===== src/hdl/lruc_pkg.sv =====
package lruc_pkg;

	localparam int KEY_W = 32;
	localparam int VAL_W = 32;
	localparam int CAP_W = 5;

	localparam logic [CAP_W-1:0] CAP_RESET  = 5'd16;
	localparam logic [VAL_W-1:0] MISS_VALUE = 32'hFFFF_FFFF;

	typedef enum logic {
		CMD_GET = 1'b0,
		CMD_SET = 1'b1
	} lruc_cmd_t;

	// rank table update request, issued at most once, at the end of an item
	typedef struct packed {
		logic touch;  // make the hit entry most recent
		logic evict;  // drop the oldest entry
		logic age;    // every remaining valid entry gets one older
		logic place;  // new entry goes into the chosen slot
	} lruc_upd_t;

endpackage


===== src/hdl/lruc_rank.sv =====
// Valid bits and recency ranks, one lane per entry. Rank 0 is the newest.
module lruc_rank import lruc_pkg::*; #(
	parameter int ENTRIES = 16,
	localparam int IW = (ENTRIES > 1) ? $clog2(ENTRIES) : 1
) (
	input  logic          clk,
	input  logic          arst_n,
	input  logic [IW-1:0] rd_idx,
	output logic          rd_valid,
	output logic [IW-1:0] rd_rank,
	input  lruc_upd_t     upd,
	input  logic [IW-1:0] touch_idx,
	input  logic [IW-1:0] touch_rank,
	input  logic [IW-1:0] evict_idx,
	input  logic [IW-1:0] slot_idx
);

	logic [ENTRIES-1:0] valid_q;
	logic [IW-1:0]      rank_q [ENTRIES];
	logic [ENTRIES-1:0] evict_hit;
	logic [ENTRIES-1:0] slot_hit;
	logic [ENTRIES-1:0] touch_hit;

	assign rd_valid = valid_q[rd_idx];
	assign rd_rank  = rank_q[rd_idx];

	always_comb begin
		for (int i = 0; i < ENTRIES; i++) begin
			evict_hit[i] = upd.evict && (IW'(i) == evict_idx);
			slot_hit[i]  = upd.place && (IW'(i) == slot_idx);
			touch_hit[i] = IW'(i) == touch_idx;
		end
	end

	always_ff @(posedge clk or negedge arst_n) begin
		if (!arst_n) begin
			valid_q <= '0;
			for (int i = 0; i < ENTRIES; i++) begin
				rank_q[i] <= '0;
			end
		end else begin
			for (int i = 0; i < ENTRIES; i++) begin
				if (upd.touch) begin
					if (touch_hit[i]) begin
						rank_q[i] <= '0;
					end else if (valid_q[i] && rank_q[i] < touch_rank) begin
						rank_q[i] <= rank_q[i] + 1'b1;
					end
				end else if (slot_hit[i]) begin
					valid_q[i] <= 1'b1;
					rank_q[i]  <= '0;
				end else if (evict_hit[i]) begin
					valid_q[i] <= 1'b0;
					rank_q[i]  <= '0;
				end else if (upd.age && valid_q[i]) begin
					rank_q[i] <= rank_q[i] + 1'b1;
				end
			end
		end
	end

endmodule


===== config.mk =====
export PLATFORM = sky130hd
export DESIGN_NAME = lruc_rank
export DESIGN_NICKNAME = d
export VERILOG_FILES = /design/src/hdl/lruc_pkg.sv /design/src/hdl/lruc_rank.sv
export SDC_FILE = /design/constraint.sdc
export NUM_CORES = 1
export LEC_CHECK = 0
export BUFFER_PORTS_ARGS = -buffer_cell sky130_fd_sc_hd__buf_4
export CAP_MARGIN = 10
export CORE_MARGIN = 10
export CORE_UTILIZATION = 60
export DETAILED_ROUTE_END_ITERATION = 16
export GPL_TIMING_DRIVEN = 0
export PLACE_DENSITY = 0.9
export SLEW_MARGIN = 20
export SYNTH_ARGS = -nofsm -noshare
export SYNTH_HDL_FRONTEND = slang
export SYNTH_SLANG_ARGS = --single-unit

===== constraint.sdc =====
create_clock -name clk -period 3 [get_ports clk]
set_clock_uncertainty 0.05 [all_clocks]
set_input_delay 0.6 -clock clk [delete_from_list [all_inputs] [get_ports clk]]
set_output_delay 0.6 -clock clk [all_outputs]
set_load 0.01 [all_outputs]

=== Word level (Yosys, flattened, before mapping) ===
Index checks and enable logic that the tools add are counted.

* Add/sub/neg operators: 16
* Equality and inequality tests: 61
* Reduce and logical (&&, ||, !) cells: 131
* Bitwise operators: 2
* Magnitude comparators: 18
* Muxes and demuxes: 133

{| class="wikitable"
|+ Operators with widths
! operator !! number
|-
| $mux W4 || 98
|-
| $eq A4 B4 Y1 const A || 24
|-
| $add A4 B1 Y4 const B || 16
|-
| $logic_and A1 B1 Y1 || 64
|-
| $lt A4 B4 Y1 || 16
|-
| $reduce_and A2 Y1 || 32
|-
| $reduce_bool A4 Y1 || 16
|-
| $eq A3 B4 Y1 const A || 12
|-
| $ne A3 B1 Y1 const B || 16
|-
| $mux W1 || 33
|-
| $reduce_bool A2 Y1 || 16
|-
| $eq A2 B4 Y1 const A || 6
|-
| $bmux W4 S4 || 1
|-
| $eq A1 B4 Y1 const A || 3
|-
| $logic_not A4 Y1 || 3
|-
| $ge A5 B5 Y1 const B || 1
|-
| $lt A4 B5 Y1 const B || 1
|-
| $not A4 Y5 || 1
|-
| $bmux W1 S4 || 1
|-
| $not A1 Y1 || 1
|}

* Register bits after elaboration: 80
* Bits of input ports: 26
* Output and inout bits: 5
* Word-level logic and storage cells: 393

=== Depth between registers and ports, before layout ===
* Word-level depth: 5
* Mapped depth: 7
* Mapped depth without buffers: 7

=== Worst setup path before layout ===
Ideal clock, no wire load.

* Path kind: input-to-output
* From: in rd_idx[0]
* To: out rd_rank[0]
* Stages on the path: 3
* Slack: 240 ps
* Buffers on the path: 1
* Required time: 2,350 ps
* Arrival: 2,110 ps
* Path through: clkbuf_1 -> mux4_2 -> mux4_2

* Longest elaborated chain between the ends: 4

{| class="wikitable"
|+ Ends and longest elaborated chain
! what !! RTL line !! source
|-
| start: declaration || lruc_rank.sv:8 || <nowiki>input logic [IW-1:0] rd_idx,</nowiki>
|-
| $not A4 Y5 (implied by the code) || lruc_rank.sv:25 || <nowiki>assign rd_rank = rank_q[rd_idx];</nowiki>
|-
| $bmux W4 S4 || lruc_rank.sv:25 ||
|-
| $mux W4 (implied by the code) (2 in series) || lruc_rank.sv:25 ||
|-
| end: declaration || lruc_rank.sv:10 || <nowiki>output logic [IW-1:0] rd_rank,</nowiki>
|}

No other way between the ends. The select of a mux whose other input is x is not followed.

=== Worst setup path in the final report ===
* From: in rd_idx[0]
* To: out rd_rank[1]

Same word-level chain as after synthesis.

==> results.json <==
{
  "cellLeakagePower_uw": 0.002934,
  "drcViolationCount": 0,
  "multiInputGateArea_um2": 4193,
  "crit_path_max_fanout": 10,
  "pre_cts_setup_slack_ps": -426.8,
  "worstPathArrival_ps": 2250,
  "worst_path_max_delay_cell": "mux4_2",
  "die_w_um": 123.7,
  "route.layer.met1.wl_mm": 7.898,
  "yosys_register_bits": 80,
  "die-area_um2": 15290,
  "synth_sequential_area_ratio": 0.3105,
  "synth_edf_count": 0,
  "finalCritPeriodShare": 0.9670,
  "p_sw_frac": 0.4137,
  "number_of_synthesis_warnings": 0,
  "final_hold_viol_count": 0,
  "final_layout_size_suffix_gt1_frac": 0.1209,
  "regArea_um2": 2002,
  "worst_setup_path_end_kind": "primary output",
  "cts_tree": "done",
  "grt_start_max_net_pins": 81,
  "insertedDiodeCount": 0,
  "dr.max_layer_used": "met4",
  "finalWorstPathRequiredPeriod_ps": 2901,
  "maxSlewViolCount": 0,
  "first_iter_violations": 868,
  "power_switching_uw": 2033,
  "wirelength_routed_mm": 20.76,
  "power.ir.vdd_worst_mv": 0.4226,
  "numClockSinks": 80,
  "maxCapViolCount": 0,
  "wl_met3_mm": 2.203,
  "syn2layout_area_growth_pct": 9.160,
  "met2WireLength_mm": 9.704,
  "dr.pass1.iters": 7,
  "grt_util_all_layers": 0.2769,
  "reg2reg_depth": 6,
  "globalRouteOverflowTotal": 0,
  "portBuffers": 27,
  "comb_power_share": 0.394,
  "setup_viol": 0,
  "antenna_violating_nets_post_route": 0,
  "synth-main-ff-cell": "dfrtp_1",
  "grt_pass1_wl_mm": 32.74,
  "number_of_global_route_vias_before_repair": 6456,
  "synth.cell_area_um2": 6447,
  "timing.critical_path.slowest_cell_delay_ps": 640,
  "core.rowCount": 37,
  "ctsLongestPathBuffers": 2,
  "cp_data_required_time_ps": 2350,
  "hpwl_mm": 15.17,
  "die_h_um": 123.7,
  "htreeDepth": 3,
  "finish.utilization": 0.6757,
  "clock-root-buffer": "clkbuf_8",
  "max_freq_mhz": 344.7,
  "numCtsBuffers": 9,
  "number_of_antenna_violations_at_the_first_check_in_global_routing": 0,
  "power.clock.fraction": 0.186,
  "totalNegativeSetupSlack_ps": 0,
  "critical_path_class": "input pin to primary output",
  "ioPinCount": 31,
  "synth_async_sr_flop_share": 1.000,
  "detail_route.vias_per_cell": 7.232,
  "worst_skew_pair.late_latency_ps": 390,
  "final_weighted_congestion_of_routability_driven_global_placement": 0.9832,
  "tightest_slew_ps": 881.5,
  "timing.max_slew.rel_slack": 0.4117,
  "power_density_nw_per_um2": 698.1,
  "cts_post_setup_buffers_inserted": 0,
  "crit_path_cell_trace": "clkbuf_2 > mux4_2 > mux4_2 > buf_4",
  "setup_repair_after_global_routing_missed_its_margin": "no",
  "nNetsFinal": 821,
  "vias": 6306,
  "number_of_fillers_in_the_final_layout": 857,
  "outcome": "finished, final reports clean",
  "internal_power_uw": 2881,
  "worst_setup_hold_path_clk_slew_ps": 80,
  "cpMostUsedCell": "mux4_2",
  "floorplan.initialDensity": 0.6190,
  "distinct_cell_type_count_after_synthesis": 48,
  "average_wire_length_per_cell_after_detail_routing_um": 23.81,
  "syn_nets": 784,
  "design.core.area_um2": 10420,
  "pwr-share-seq": 0.420,
  "min_path_type": "input pin to asynchronous set/reset pin",
  "final_worst_slack_ps": 98.87,
  "netlist_instances": 694,
  "post_synth.cell_area_avg_um2": 9.290,
  "worstSetupStartpointType": "input pin"
}
==> final cells by class <==
type,instances,area share
repair buffers,27,0.02933
inverters,36,0.01920
clock inverters,3,0.009244
multi-input cells,556,0.5957
plain buffers,21,0.01671
flip-flops and latches,80,0.2844
clock buffers,13,0.02116
well taps,136,0.02418
==> worst paths after layout <==
kind / from / end / slack, ps
max in group asynchronous: arst_n / rank_q[10] / 2160
max reg2reg: rank_q[9] / rank_q[10] / 850
min in group clk: rank_q[30] / rank_q[30] / 510
min: arst_n / rank_q[52] / 230
max: rd_idx[0] / rd_rank[1] / 100
min reg2reg: rank_q[30] / rank_q[30] / 510
==> through the flow <==
stage / instances / area [um2] / total power [uW] / hold WS [ps]
after floorplan: 694 / 6447 / 3221 / 254.4
after global placement: 857 / 6820 / 3719 / 473.1
after detailed placement: 857 / 6820 / 3938 / 480.0
after CTS: 873 / 7039 / 4858 / 391.1
after global routing: 872 / 7038 / 5235 / 270.8
final: 872 / 7038 / 4914 / 225.1
==> power by group through the flow <==
stage	Clock, uW	Combinational, uW	Sequential [uW]
after floorplan	0	1390	1830
after global placement	0	1720	2000
after detailed placement	0	1890	2050
after CTS	914	1910	2030
after global routing	963	2170	2100
final	915	1940	2060
==> cells in the final DEF (no fill, tap or decap), drive strengths merged, types with 8 or more instances in the layout <==
cell	count
dfrtp	80
nand2b	18
nor3	11
a221oi	15
o31ai	18
nand2	109
nor2b	8
inv	36
mux4	25
a32o	15
nor2	27
buf	42
or4	8
nand3	38
clkbuf	19
o2111ai	16
nor3b	18
o22ai	13
o21ai	56
o211ai	31
or2	9
o2bb2ai	9
o21bai	15
ha	64
or3	8
==> cell usage after synthesis (all sizes together) (8+ instances only) <==
cell type  count  share of area
a221oi        15          0.020
a32o          15          0.023
buf           16          0.015
dfrtp         80           0.31
ha            64           0.12
inv           36          0.021
mux4          25          0.087
nand2        109          0.063
nand2b        18          0.017
nand3         38          0.029
nor2          27          0.016
nor2b          8         0.0078
nor3          11          0.010
nor3b         18          0.023
o2111ai       16          0.022
o211ai        31          0.036
o21ai         56          0.043
o21bai        15          0.017
o22ai         13          0.013
o2bb2ai        9          0.012
o31ai         18          0.021
or2            9         0.0087
or3            8         0.0085
or4            8         0.0093
==> critical path: cells and delay by family <==
kind / cells / cell delay [ps]
buffers and inverters: 2 / 510
multiplexers: 2 / 1140
==> registers in the layout, indices dropped and copies added, names as in the netlist <==
name     cells
valid_q     16
rank_q      64
==> timing repair <==
| item | CTS | global route |
|---|---|---|
| pin swaps | 0 | 0 |
| resized for setup | 3 | 0 |
| cloned | 0 | 0 |
| hold endpoints to repair | 0 | 0 |
| setup endpoints to repair | 5 | 5 |
| hold buffers | 0 | 0 |
==> cells by family after synthesis <==
| family | synth area share |
|---|---|
| AOI/OAI and AO/OA | 0.2142 |
| adders and majority gates | 0.1242 |
| buffers and inverters | 0.03920 |
| DFF | 0.3105 |
| muxes | 0.08888 |
| and+or+nand+nor | 0.2230 |
==> layer usage <==
layer | GRT usage | vias to the layer above
li1 | - | 2751
met1 | 0.3402 | 3040
met2 | 0.4384 | 425
met3 | 0.06606 | 90
met4 | 0.1579 | 0
met5 | 0 | -
(Power assumes the default switching activity.)
